`src/design/arc_pkg.sv`:
```
// shared types and constants for the arc replacement engine
`default_nettype none
package arc_pkg;
    localparam int MaxPages = 64;
    localparam int PageBits = 20;
    localparam int CapBits = 7;
    localparam int OutBits = 3;

    localparam logic [OutBits-1:0] OUT_T1 = 3'd0;
    localparam logic [OutBits-1:0] OUT_T2 = 3'd1;
    localparam logic [OutBits-1:0] OUT_B1 = 3'd2;
    localparam logic [OutBits-1:0] OUT_B2 = 3'd3;
    localparam logic [OutBits-1:0] OUT_MISS = 3'd4;

    // shift command for one list row
    typedef struct packed {
        logic clear;
        logic remove;
        logic push;
    } list_cmd_t;
endpackage
`default_nettype wire

```
`src/design/arc_cell.sv`:
```
// one entry of a recency list: holds a page, compares and shifts toward lru
`default_nettype none
module arc_cell #(
    parameter int PAGE_W = arc_pkg::PageBits
) (
    input  wire logic              clk,
    input  wire logic              rst_n,
    input  wire logic              is_tail,
    input  wire logic              occupied,
    input  wire logic              shift_en,
    input  wire logic              load_en,
    input  wire logic [PAGE_W-1:0] right_page,
    input  wire logic [PAGE_W-1:0] push_page,
    input  wire logic [PAGE_W-1:0] key,
    output logic                   hit,
    output logic [PAGE_W-1:0]      page
);
    logic [PAGE_W-1:0] page_reg;

    assign page = page_reg;
    assign hit  = occupied && (page_reg == key);

    always_ff @(posedge clk or negedge rst_n)
    begin
        if (!rst_n)
        begin
            page_reg <= '0;
        end
        else if (load_en && is_tail)
        begin
            page_reg <= push_page;
        end
        else if (shift_en)
        begin
            page_reg <= right_page;
        end
    end
endmodule
`default_nettype wire

```
`src/design/arc_list.sv`:
```
// recency list built as a row of cells, lru at index zero
`default_nettype none
module arc_list #(
    parameter int DEPTH  = arc_pkg::MaxPages,
    parameter int PAGE_W = arc_pkg::PageBits,
    parameter int CNT_W  = $clog2(DEPTH + 1)
) (
    input  wire logic              clk,
    input  wire logic              rst_n,
    input  wire arc_pkg::list_cmd_t cmd,
    input  wire logic              use_hit_pos,
    input  wire logic [PAGE_W-1:0] key,
    input  wire logic [PAGE_W-1:0] push_page,
    output logic                   found,
    output logic [CNT_W-1:0]       count,
    output logic [PAGE_W-1:0]      lru_page
);
    logic [CNT_W-1:0] count_reg;
    logic [DEPTH-1:0] hit_vec;
    logic [DEPTH-1:0] occ;
    logic [DEPTH-1:0] at_or_above;
    logic [DEPTH-1:0] shift_vec;
    logic [DEPTH-1:0] tail_vec;
    logic [PAGE_W-1:0] pages [DEPTH];
    logic [PAGE_W-1:0] rights [DEPTH];
    logic full;
    logic do_remove;
    logic [CNT_W-1:0] after_rm;

    assign count    = count_reg;
    assign lru_page = pages[0];
    assign found    = |hit_vec;
    assign full     = (count_reg == CNT_W'(DEPTH));
    // a push onto a full list drops its lru first
    assign do_remove = cmd.remove || (cmd.push && full);
    assign after_rm  = do_remove ? count_reg - CNT_W'(1) : count_reg;

    always_comb
    begin
        for (int i = 0; i < DEPTH; i++)
        begin
            occ[i] = (CNT_W'(i) < count_reg);
            tail_vec[i] = (CNT_W'(i) == after_rm);
            rights[i] = (i == DEPTH - 1) ? push_page : pages[(i + 1) % DEPTH];
        end
        at_or_above[0] = use_hit_pos ? hit_vec[0] : 1'b1;
        for (int i = 1; i < DEPTH; i++)
        begin
            at_or_above[i] = at_or_above[i-1] || (use_hit_pos && hit_vec[i]);
        end
        shift_vec = do_remove ? (at_or_above & occ) : '0;
    end

    for (genvar g = 0; g < DEPTH; g++)
    begin : g_cell
        arc_cell #(.PAGE_W(PAGE_W)) u_cell (
            .clk       (clk),
            .rst_n     (rst_n),
            .is_tail   (tail_vec[g]),
            .occupied  (occ[g]),
            .shift_en  (shift_vec[g]),
            .load_en   (cmd.push),
            .right_page(rights[g]),
            .push_page (push_page),
            .key       (key),
            .hit       (hit_vec[g]),
            .page      (pages[g])
        );
    end

    always_ff @(posedge clk or negedge rst_n)
    begin
        if (!rst_n)
        begin
            count_reg <= '0;
        end
        else if (cmd.clear)
        begin
            count_reg <= '0;
        end
        else
        begin
            count_reg <= after_rm + CNT_W'(cmd.push);
        end
    end
endmodule
`default_nettype wire

```
`config.mk`:
```
export PLATFORM = sky130hd
export DESIGN_NAME = arc_list
export DESIGN_NICKNAME = d
export VERILOG_FILES = /design/src/design/arc_pkg.sv /design/src/design/arc_cell.sv /design/src/design/arc_list.sv
export SDC_FILE = /design/constraint.sdc
export NUM_CORES = 2
export LEC_CHECK = 0
export BUFFER_PORTS_ARGS = -buffer_cell sky130_fd_sc_hd__buf_2
export CAP_MARGIN = 20
export CORE_UTILIZATION = 30
export CTS_BUF_LIST = sky130_fd_sc_hd__clkbuf_4 sky130_fd_sc_hd__clkbuf_8
export CTS_CLUSTER_SIZE = 25
export DETAILED_ROUTE_END_ITERATION = 10
export PLACE_DENSITY_LB_ADDON = 0.1
export RECOVER_POWER = 50
export SLEW_MARGIN = 40
export SYNTH_ARGS = -nofsm -noshare
export SYNTH_HDL_FRONTEND = slang
export SYNTH_SLANG_ARGS = --single-unit
```
`constraint.sdc`:
```
create_clock -name clk -period 6.3 [get_ports clk]
set_input_delay 1.26 -clock clk [delete_from_list [all_inputs] [get_ports clk]]
set_output_delay 1.26 -clock clk [all_outputs]
set_load 0.1 [all_outputs]
```
==> results.cfg <==
[clocking]
cts_tree = done
htree_levels = 5
clock_path_buffers = 4
clock-sinks = 1287
path_clk_slew_ps = 60
clock_latency_ps = 1070
cts_root_buffer = clkbuf_8
numCtsBuffers = 281

[place]
io_buffer_count = 73
gp_congestion = 0.9267
preCtsSetupSlack_ps = -285.7
dp.cells = 11420
placed_cell_area_um2 = 83860
hpwl_um = 253700

[global_route]
overflow = 0
grt_pass1_wl_um = 521600
antenna_found_initial = 20
grt_pass1_vias = 65790
grt_usage = 0.2738
grt_max_degree = 125

[routing]
first_pass_iters = 5
final_antenna_net_count = 0
wl_per_cell_um = 30.92
via_count = 65550
drt-vias-per-instance = 5.513
drt_iter0_drc = 6301
drt_wl_total_um = 367600
drc_errors = 0

[worst_setup_path]
path_class = flop to primary output
critPathRequiredTime_ps = 5040
path_max_fanout = 22
critPathCaptureType = primary output
r2r_cells = 12
cp-start-kind = flop
arrival_ps = 4890

[synth]
synthFlopType = dfrtp_1
async_flop_share = 1.000
yosysTopAreaCell = dfrtp_1
syn_area_um2 = 78570
yosys.area.top_type_share = 0.4099
syn-num-nets = 8244
synth.mux.area_fraction = 0.1368
yosys.area_share.adder = 0.0006370
synthSimpleGateAreaFrac = 0.1459
synth_seq_cells = 1287
syn_avg_cell_area_um2 = 9.589
synth-edff-count = 0
synth_xor_area_frac = 0.1442
synthDistinctLibCells = 84
synth_top_family_by_area = simple AND/OR/NAND/NOR gates
ys_warn_count = 0
synth-compound-area-share = 0.1150
yosysSeqAreaShare = 0.4099
synth_area_leaders = dfrtp_1 41%, mux2i_1 12%, xor2_1 10%, xnor2_1 4.2%, a21oi_1 3.3%
synth_cells = 8194

[worst_hold_path]
hold_path.class = input pin to flop
min_delay_path_depth = 2

[pwr]
pwr-share-clk = 0.225
comb_power_share = 0.376
swShare = 0.4403
seq_power_share = 0.400
power.total_mw = 42.48
power_density_nw_per_um2 = 474.7
p_leak_nw = 38.07
switchingPower_mw = 18.70
internal_power_mw = 23.78
peakVddDrop_mv = 0.2800

[final_layout]
fin_nets = 8268
drive_gt1_frac = 0.1590
finalInstanceArea_um2 = 89490
largest_reg_flops = 1280
fin_util = 0.3443
syn2layout_area_growth_pct = 13.90
final_cells = 11890

[floorplanning]
initial_core_util = 0.3023
rows = 187
dieHeight_um = 513.8
die_area_um2 = 263900
io_pins = 74
core_um2 = 259900
die_w_um = 513.8

[timing]
final-setup-viol-count = 0
rsz0062_at_grt = false
max_freq_ghz = 0.1626
slew_violations = 559
fin_crit_sh = 0.9760
timing.final.ws_setup_ps = 151.1
whs_ps = 528.6
finalHoldViolCount = 0
fin_skew_ps = 81.00
totalNegativeSetupSlack_ps = 0
relSlewSlack = -1.023
period_minus_slack_ps = 6149
tightest_slew_ps = 3034

[run_status]
violations = max-capacitance violations, max-slew violations
outcome = finished with violations

[flow_run]
maxCapViolations = 11
## kinds of logic after synthesis
kind of cell	Yosys count
compound gates	1441
xor+xnor	1292
fa+ha+maj	4
buf+inv	746
flops	1287
mux	1061
simple gates	2363
## what timing repair did
item,4_1_cts,5_1_grt
pin swaps,5,3
hold buffers,0,0
endpoints found under the setup margin,1,1
buffers inserted,10,4
gates resized for setup,23,7
## final cells by class
class	count	area, um^2
fillers	26540	170500
inverters	8	33.78
clock buffers	417	5233
repair buffers	479	4257
clock inverters	30	251.5
multi-input cells	6161	43100
flip-flops and latches	1287	32220
well taps	3496	4374
diodes	12	30.03
## synthesized netlist by cell type, drive strengths merged (185+ instances only)
library cell	instances
xnor2	377
nand2	680
nor2	656
dfrtp	1287
clkbuf	435
o221a	220
a21oi	519
xor2	915
buf	303
mux2i	961
or3	241
nand4	185
o21ai	520
nor4	373
## routing by layer
metal,wire length (um),GRT usage,vias up
met5,13,0,-
met3,21170,0.03635,594
met1,172100,0.3944,33450
li1,-,-,29120
met4,12720,0.09135,2
met2,161600,0.4186,2376
## cell usage in the layout (no fill, tap or decap), types with 12 or more instances in the layout
cell type	netlist	layout
dfrtp_1	1287	1283
o221a_1	20	20
or4_1	22	22
nor2_1	654	616
clkinv_2	0	20
a21oi_1	519	510
nand4_1	185	185
clkbuf_8	0	336
buf_2	142	25
nand3_1	43	41
nor3_1	72	65
o22ai_1	49	48
xnor2_1	376	376
and3_1	12	12
clkbuf_4	0	82
mux2_2	90	90
nor4_1	370	367
diode_2	0	12
o221a_2	200	200
nand2_1	680	674
mux2i_1	961	961
a31oi_1	37	27
nor2_2	2	39
buf_4	72	338
o21ai_0	518	505
or3_1	241	239
buf_6	52	31
clkbuf_1	435	19
xor2_1	914	914
buf_12	2	54
## power by group through the flow
stage	registers, mW	clock network [mW]	logic, mW
2_1_floorplan	14.9	0	10.7
3_3_place_gp	17.1	0	15.5
3_5_place_dp	17.0	0	15.7
4_1_cts	16.9	9.77	15.8
5_1_grt	17.3	10.1	17.3
6_report	17.0	9.54	16.0
## worst max-delay path, stage by stage, from the launching register on
cell and delay [ps]:
dfrtp_4 570, buf_6 230, or2_2 330, a21oi_1 220, buf_4 200, nor3_1 70
buf_4 150, a311oi_2 250, buf_4 170, nand4_1 370, buf_4 300, nor4_2 260
buf_4 160, nand3_2 180, buf_4 220, buf_6 180
## worst paths after layout
path | from | end | slack, ps
max in group asynchronous | rst_n | g_cell[41].u_cell.page[17] | 850
min | cmd[2] | count[6] | 530
min in group asynchronous | rst_n | g_cell[28].u_cell.page[1] | 1240
max | count[2] | found | 150
max reg2reg | count[0] | g_cell[50].u_cell.page[9] | 700
min reg2reg | g_cell[7].u_cell.page[9] | g_cell[7].u_cell.page[9] | 530
Power figures use the tool's default switching activity.
