File: config.mk
export PLATFORM = sky130hd
export DESIGN_NAME = arc_div
export DESIGN_NICKNAME = d
export VERILOG_FILES = /design/src/design/arc_div.sv
export SDC_FILE = /design/constraint.sdc
export NUM_CORES = 1
export LEC_CHECK = 0
export ABC_AREA = 1
export BUFFER_PORTS_ARGS = -buffer_cell sky130_fd_sc_hd__buf_2
export CAP_MARGIN = 20
export CORE_MARGIN = 2
export CORE_UTILIZATION = 52
export CTS_BUF_LIST = sky130_fd_sc_hd__clkbuf_8
export DETAILED_ROUTE_END_ITERATION = 16
export PLACE_DENSITY = 0.81
export SETUP_SLACK_MARGIN = 0.1
export SYNTH_ARGS = -nofsm -noshare
export SYNTH_HDL_FRONTEND = slang
export SYNTH_SLANG_ARGS = --single-unit
File: constraint.sdc
create_clock -name clk -period 1.75 [get_ports clk]
set_input_delay 0.2625 -clock clk [delete_from_list [all_inputs] [get_ports clk]]
set_output_delay 0.2625 -clock clk [all_outputs]
set_load 0.02 [all_outputs]
File: src/design/arc_div.sv
// restoring divider, one quotient bit per cycle
`default_nettype none
module arc_div #(
    parameter int W = 7
) (
    input  wire logic         clk,
    input  wire logic         rst_n,
    input  wire logic         go,
    input  wire logic [W-1:0] num,
    input  wire logic [W-1:0] den,
    output logic              done,
    output logic [W-1:0]      quo
);
    localparam int SW = $clog2(W + 1);
    logic [W-1:0] rem_reg, quo_reg, den_reg;
    logic [SW-1:0] step_reg;
    logic busy_reg, done_reg;
    logic [W:0] trial;

    assign done  = done_reg;
    assign quo   = quo_reg;
    assign trial = {rem_reg, quo_reg[W-1]} - {1'b0, den_reg};

    always_ff @(posedge clk or negedge rst_n)
    begin
        if (!rst_n)
        begin
            busy_reg <= 1'b0;
            done_reg <= 1'b0;
            step_reg <= '0;
        end
        else
        begin
            done_reg <= 1'b0;
            if (go)
            begin
                busy_reg <= 1'b1;
                step_reg <= SW'(W);
                rem_reg  <= '0;
                quo_reg  <= num;
                den_reg  <= den;
            end
            else if (busy_reg)
            begin
                if (!trial[W])
                begin
                    rem_reg <= trial[W-1:0];
                    quo_reg <= {quo_reg[W-2:0], 1'b1};
                end
                else
                begin
                    rem_reg <= {rem_reg[W-2:0], quo_reg[W-1]};
                    quo_reg <= {quo_reg[W-2:0], 1'b0};
                end
                step_reg <= step_reg - SW'(1);
                if (step_reg == SW'(1))
                begin
                    busy_reg <= 1'b0;
                    done_reg <= 1'b1;
                end
            end
        end
    end
endmodule
`default_nettype wire

==> impl_table.tex <==
\begin{tabular}{lr}
\hline
Metric & Value \\
\hline
\multicolumn{2}{l}{\textbf{Yosys}} \\
Fraction of the yosys area taken by sequential cells & 48.2\% \\
Largest family of logic cells by synthesized area & simple AND/OR/NAND/NOR gates \\
Area of the mapped netlist & 1570 µm² \\
Synth cell types & 29 \\
Number of cells produced by synthesis & 180 \\
Adder and majority gate portion of the synthesized area & 8.46\% \\
Post-synthesis register bit count & 26 \\
Area fraction in compound gates after synthesis & 3.59\% \\
Share of synthesized cell area in and, or, nand and nor gates & 30.3\% \\
Post-synthesis cell type with the largest combined area & sky130\_fd\_sc\_hd\_\_edfxtp\_1 \\
Synthesized area per cell & 8.71 µm² \\
Multiplexer fraction of the synthesized cell area & 0\% \\
Top-area cell type share of the netlist area & 40.2\% \\
Leading post-synthesis cells by cell area & sky130\_fd\_sc\_hd\_\_edfxtp\_1 (40\%), sky130\_fd\_sc\_hd\_\_nand2\_1 (15\%), sky130\_fd\_sc\_hd\_\_dfrtp\_1 (8.0\%) \\
YS warnings & 0 \\
Post-synthesis xor/xnor area fraction & 1.68\% \\
Syn Nets & 207 \\
\multicolumn{2}{l}{\textbf{Timing}} \\
Count of pins over their slew limit & 0 \\
Setup slack of the critical path after layout & -0.0990 ns \\
Min Tclk post-route & 1.85 ns \\
Period utilisation layout & 106\% \\
Tightest slew margin relative to the limit & 79.5\% \\
Hold Vio Cnt, Final & 0 \\
Hold\_ws & 0.153 ns \\
Largest clock skew in the final design & 0.00447 ns \\
Finish-stage setup viols & 8 \\
Peak Freq & 541 MHz \\
Transition time at the pin with the least slew margin & 0.308 ns \\
Unrepaired setup endpoints after global routing & yes \\
\multicolumn{2}{l}{\textbf{Routing}} \\
Detail Route Antenna Nets & 0 \\
Vias & 1466 \\
WL per Instance & 15.3 µm \\
Avg Vias per Cell & 5.37 \\
Post-route DRC violation count & 0 \\
Total length of routed wires & 4170 µm \\
Iteration count of the initial detailed-routing pass & 4 \\
First DRT Iteration DRCs & 68 \\
\multicolumn{2}{l}{\textbf{Global route}} \\
Overall routing resource usage & 26.0\% \\
Global routing usage on met3 & 3.96\% \\
Pin count of the biggest net entering global routing & 15 \\
Via count of the first global-routing pass & 1499 \\
Routing layer with the top usage in global route & met2 \\
Met2 usage & 45.7\% \\
Antenna violations before repair & 0 \\
Sum of overflow across all layers after global routing & 0 \\
Global-route wire length before repair & 6690 µm \\
Met1 global-route usage & 30.1\% \\
\multicolumn{2}{l}{\textbf{Critical path}} \\
Setup crit end kind & flop \\
Required time reported for the critical path endpoint & 1.79 ns \\
Worst Setup Start Kind & flop \\
Worst path max stage delay & 0.47 ns \\
Worst-path maximum fanout & 5 \\
Worst Setup Path Type & flop to flop \\
Worst path buffer plus inverter count & 2 \\
Family with the most delay on the worst path & simple AND/OR/NAND/NOR gates \\
Slowest cell on the critical path & sky130\_fd\_sc\_hd\_\_edfxtp\_1 \\
Most numerous cell on the critical path & sky130\_fd\_sc\_hd\_\_nand2\_1 \\
Data arrival at the endpoint of the critical path & 1.89 ns \\
CP Cell Sequence & ha\_4 -> buf\_4 -> nand2\_1 -> nor2\_2 -> nand2\_1 -> nand4\_1 -> nand2\_1 -> inv\_1 -> nand2\_1 -> nand3\_1 -> nand2\_1 \\
\multicolumn{2}{l}{\textbf{Floorplan}} \\
Initial core utilization & 55.9\% \\
Total core area & 2810 µm² \\
Area of the die & 3470 µm² \\
Chip Width & 58.9 µm \\
Number of top-level design ports & 25 \\
Die height & 58.9 µm \\
Std cell rows & 19 \\
\multicolumn{2}{l}{\textbf{Pwr}} \\
Reported net switching power & 0.000715 W \\
Internal portion of total power & 0.00136 W \\
Share of power burned in registers & 37.9\% \\
Switching Share & 34.4\% \\
Final Total Pwr & 0.00208 W \\
Relative contribution of the clock network to total power & 19.2\% \\
Lkg Pwr & 1.14 nW \\
IR drop worst, VDD & 0.000834 V \\
Power density over the cells & 923 nW/µm² \\
Relative contribution of combinational cells to total power & 42.8\% \\
\multicolumn{2}{l}{\textbf{Min path}} \\
Min-Delay Path Class & input pin to flop \\
\multicolumn{2}{l}{\textbf{Placed design}} \\
Setup slack after placement & -0.103 ns \\
Hpwl dp & 2620 µm \\
Post-placement cell area & 1880 µm² \\
Count of placed standard cells including taps & 247 \\
IO buf count & 24 \\
Placer Congestion & 0.834 \\
\multicolumn{2}{l}{\textbf{Final layout}} \\
Fin cells & 273 \\
Layout cells sized above 1 & 40.5\% \\
Final Cell Area & 2250 µm² \\
Number of nets in the finished design & 270 \\
Antenna diodes & 0 \\
Number of fill cells in the layout & 175 \\
Layout overhead on the synthesized area & 43.7\% \\
Commonest non-fill, non-tap cells in the layout & sky130\_fd\_sc\_hd\_\_nand2\_1 (58), sky130\_fd\_sc\_hd\_\_buf\_4 (28), sky130\_fd\_sc\_hd\_\_inv\_1 (26) \\
Most common cell after layout, fill and taps aside & sky130\_fd\_sc\_hd\_\_nand2\_1 \\
\multicolumn{2}{l}{\textbf{Clock tree}} \\
Worst-skew pair later-pin latency & 0.28 ns \\
CTS H-tree lvls & 1 \\
Clock sink count & 26 \\
Clock-pin slew reported for the worst setup and hold paths after clock tree synthesis & 0.09 ns \\
TritonCTS clock tree & built \\
Clock root buffer & sky130\_fd\_sc\_hd\_\_clkbuf\_8 \\
Deepest clock path buffer count & 2 \\
Number of buffers added by the clock tree synthesis step & 3 \\
\multicolumn{2}{l}{\textbf{Run}} \\
Maximum Capacitance Violations & 0 \\
\multicolumn{2}{l}{\textbf{Outcome}} \\
Run status & complete, but fails checks \\
Failing checks & negative setup slack \\
\hline
\end{tabular}
cells in the mapped netlist:
cell type / count
sky130_fd_sc_hd__nor3_1: 1
sky130_fd_sc_hd__xnor2_1: 2
sky130_fd_sc_hd__nor2_1: 6
sky130_fd_sc_hd__nand2_1: 63
sky130_fd_sc_hd__nand3_1: 14
sky130_fd_sc_hd__nand3_4: 1
sky130_fd_sc_hd__nand4_1: 2
sky130_fd_sc_hd__nand2_4: 2
sky130_fd_sc_hd__edfxtp_1: 21
sky130_fd_sc_hd__dfrtp_1: 5
sky130_fd_sc_hd__nand3b_1: 4
sky130_fd_sc_hd__ha_1: 9
sky130_fd_sc_hd__clkinv_1: 1
sky130_fd_sc_hd__nand2_2: 3
sky130_fd_sc_hd__nand3_2: 1
sky130_fd_sc_hd__and3_1: 1
sky130_fd_sc_hd__xor2_1: 1
sky130_fd_sc_hd__inv_1: 29
sky130_fd_sc_hd__nor2_2: 1
sky130_fd_sc_hd__a31oi_1: 2
sky130_fd_sc_hd__a22oi_1: 1
sky130_fd_sc_hd__fa_1: 1
sky130_fd_sc_hd__a21oi_4: 1
sky130_fd_sc_hd__a21oi_1: 3
sky130_fd_sc_hd__inv_2: 1
sky130_fd_sc_hd__buf_2: 1
sky130_fd_sc_hd__o21ai_0: 1
sky130_fd_sc_hd__nor2_4: 1
sky130_fd_sc_hd__or2_1: 1
worst register-to-register path, stage by stage (launching register included):
cell and delay, ns:
sky130_fd_sc_hd__edfxtp_1 0.47, sky130_fd_sc_hd__ha_4 0.31, sky130_fd_sc_hd__buf_4 0.15, sky130_fd_sc_hd__nand2_1 0.08
sky130_fd_sc_hd__nor2_2 0.09, sky130_fd_sc_hd__nand2_1 0.10, sky130_fd_sc_hd__nand4_1 0.12, sky130_fd_sc_hd__nand2_1 0.08
sky130_fd_sc_hd__inv_1 0.05, sky130_fd_sc_hd__nand2_1 0.05, sky130_fd_sc_hd__nand3_1 0.06, sky130_fd_sc_hd__nand2_1 0.06
kinds of logic after synthesis:
logic type | Yosys count
simple gates | 101
buf+inv | 32
fa+ha+maj | 10
xor+xnor | 3
compound gates | 8
flops | 26
power by group through the flow:
stage                     sequential (W)  combinational [W]  clock (W)
after global routing            0.000794           0.000959   0.000423
after floorplan                 0.000811           0.000409          0
final                           0.000788           0.000891   0.000400
after detailed placement        0.000802           0.000611          0
after CTS                       0.000788           0.000792   0.000401
after global placement          0.000798           0.000583          0
final cells by class:
cell class	count	area (µm²)	area share, %
multi-input cells	123	887	39.4
flip-flops and latches	26	756	33.6
repair buffers	58	397	17.6
inverters	31	119	5.28
clock buffers	4	55.1	2.44
well taps	31	38.8	1.72
path summary, 6_finish.rpt:
path	startpoint	end	slack, ns	cells past startpoint
max	rem_reg[1]$_SDFFCE_PP0P_	rem_reg[5]$_SDFFCE_PP0P_	-0.1	11
min	den[5]	den_reg[5]$_DFFE_PP_	0.15	1
max reg2reg	rem_reg[1]$_SDFFCE_PP0P_	rem_reg[5]$_SDFFCE_PP0P_	-0.1	11
min reg2reg	step_reg[2]$_DFFE_PN0N_	step_reg[2]$_DFFE_PN0N_	0.51	1
max in group asynchronous	rst_n	step_reg[0]$_DFFE_PN0N_	1.12	2
min in group asynchronous	rst_n	step_reg[1]$_DFFE_PN0N_	0.40	2
repair_timing:
action,in CTS,in global routing
hold buffers,1,0
resized for setup,24,10
endpoints found under the setup margin,8,8
pin swaps,21,25
cloned,1,0
hold endpoints to repair,5,0
setup buffers,16,4
layer usage:
metal,up-vias,wire length (µm)
li1,702,-
met1,689,1620
met2,58,2210
met3,17,177
met4,0,167
met5,-,0
metrics by stage:
step | setup TNS [ns] | util (%)
5_1_grt | -1.02 | 80.3
3_3_place_gp | -0.0851 | 67.2
3_5_place_dp | -0.451 | 67.2
6_report | -0.389 | 80.3
4_1_cts | -0.456 | 78.2
2_1_floorplan | -0.0894 | -
Power figures use the tool's default switching activity.
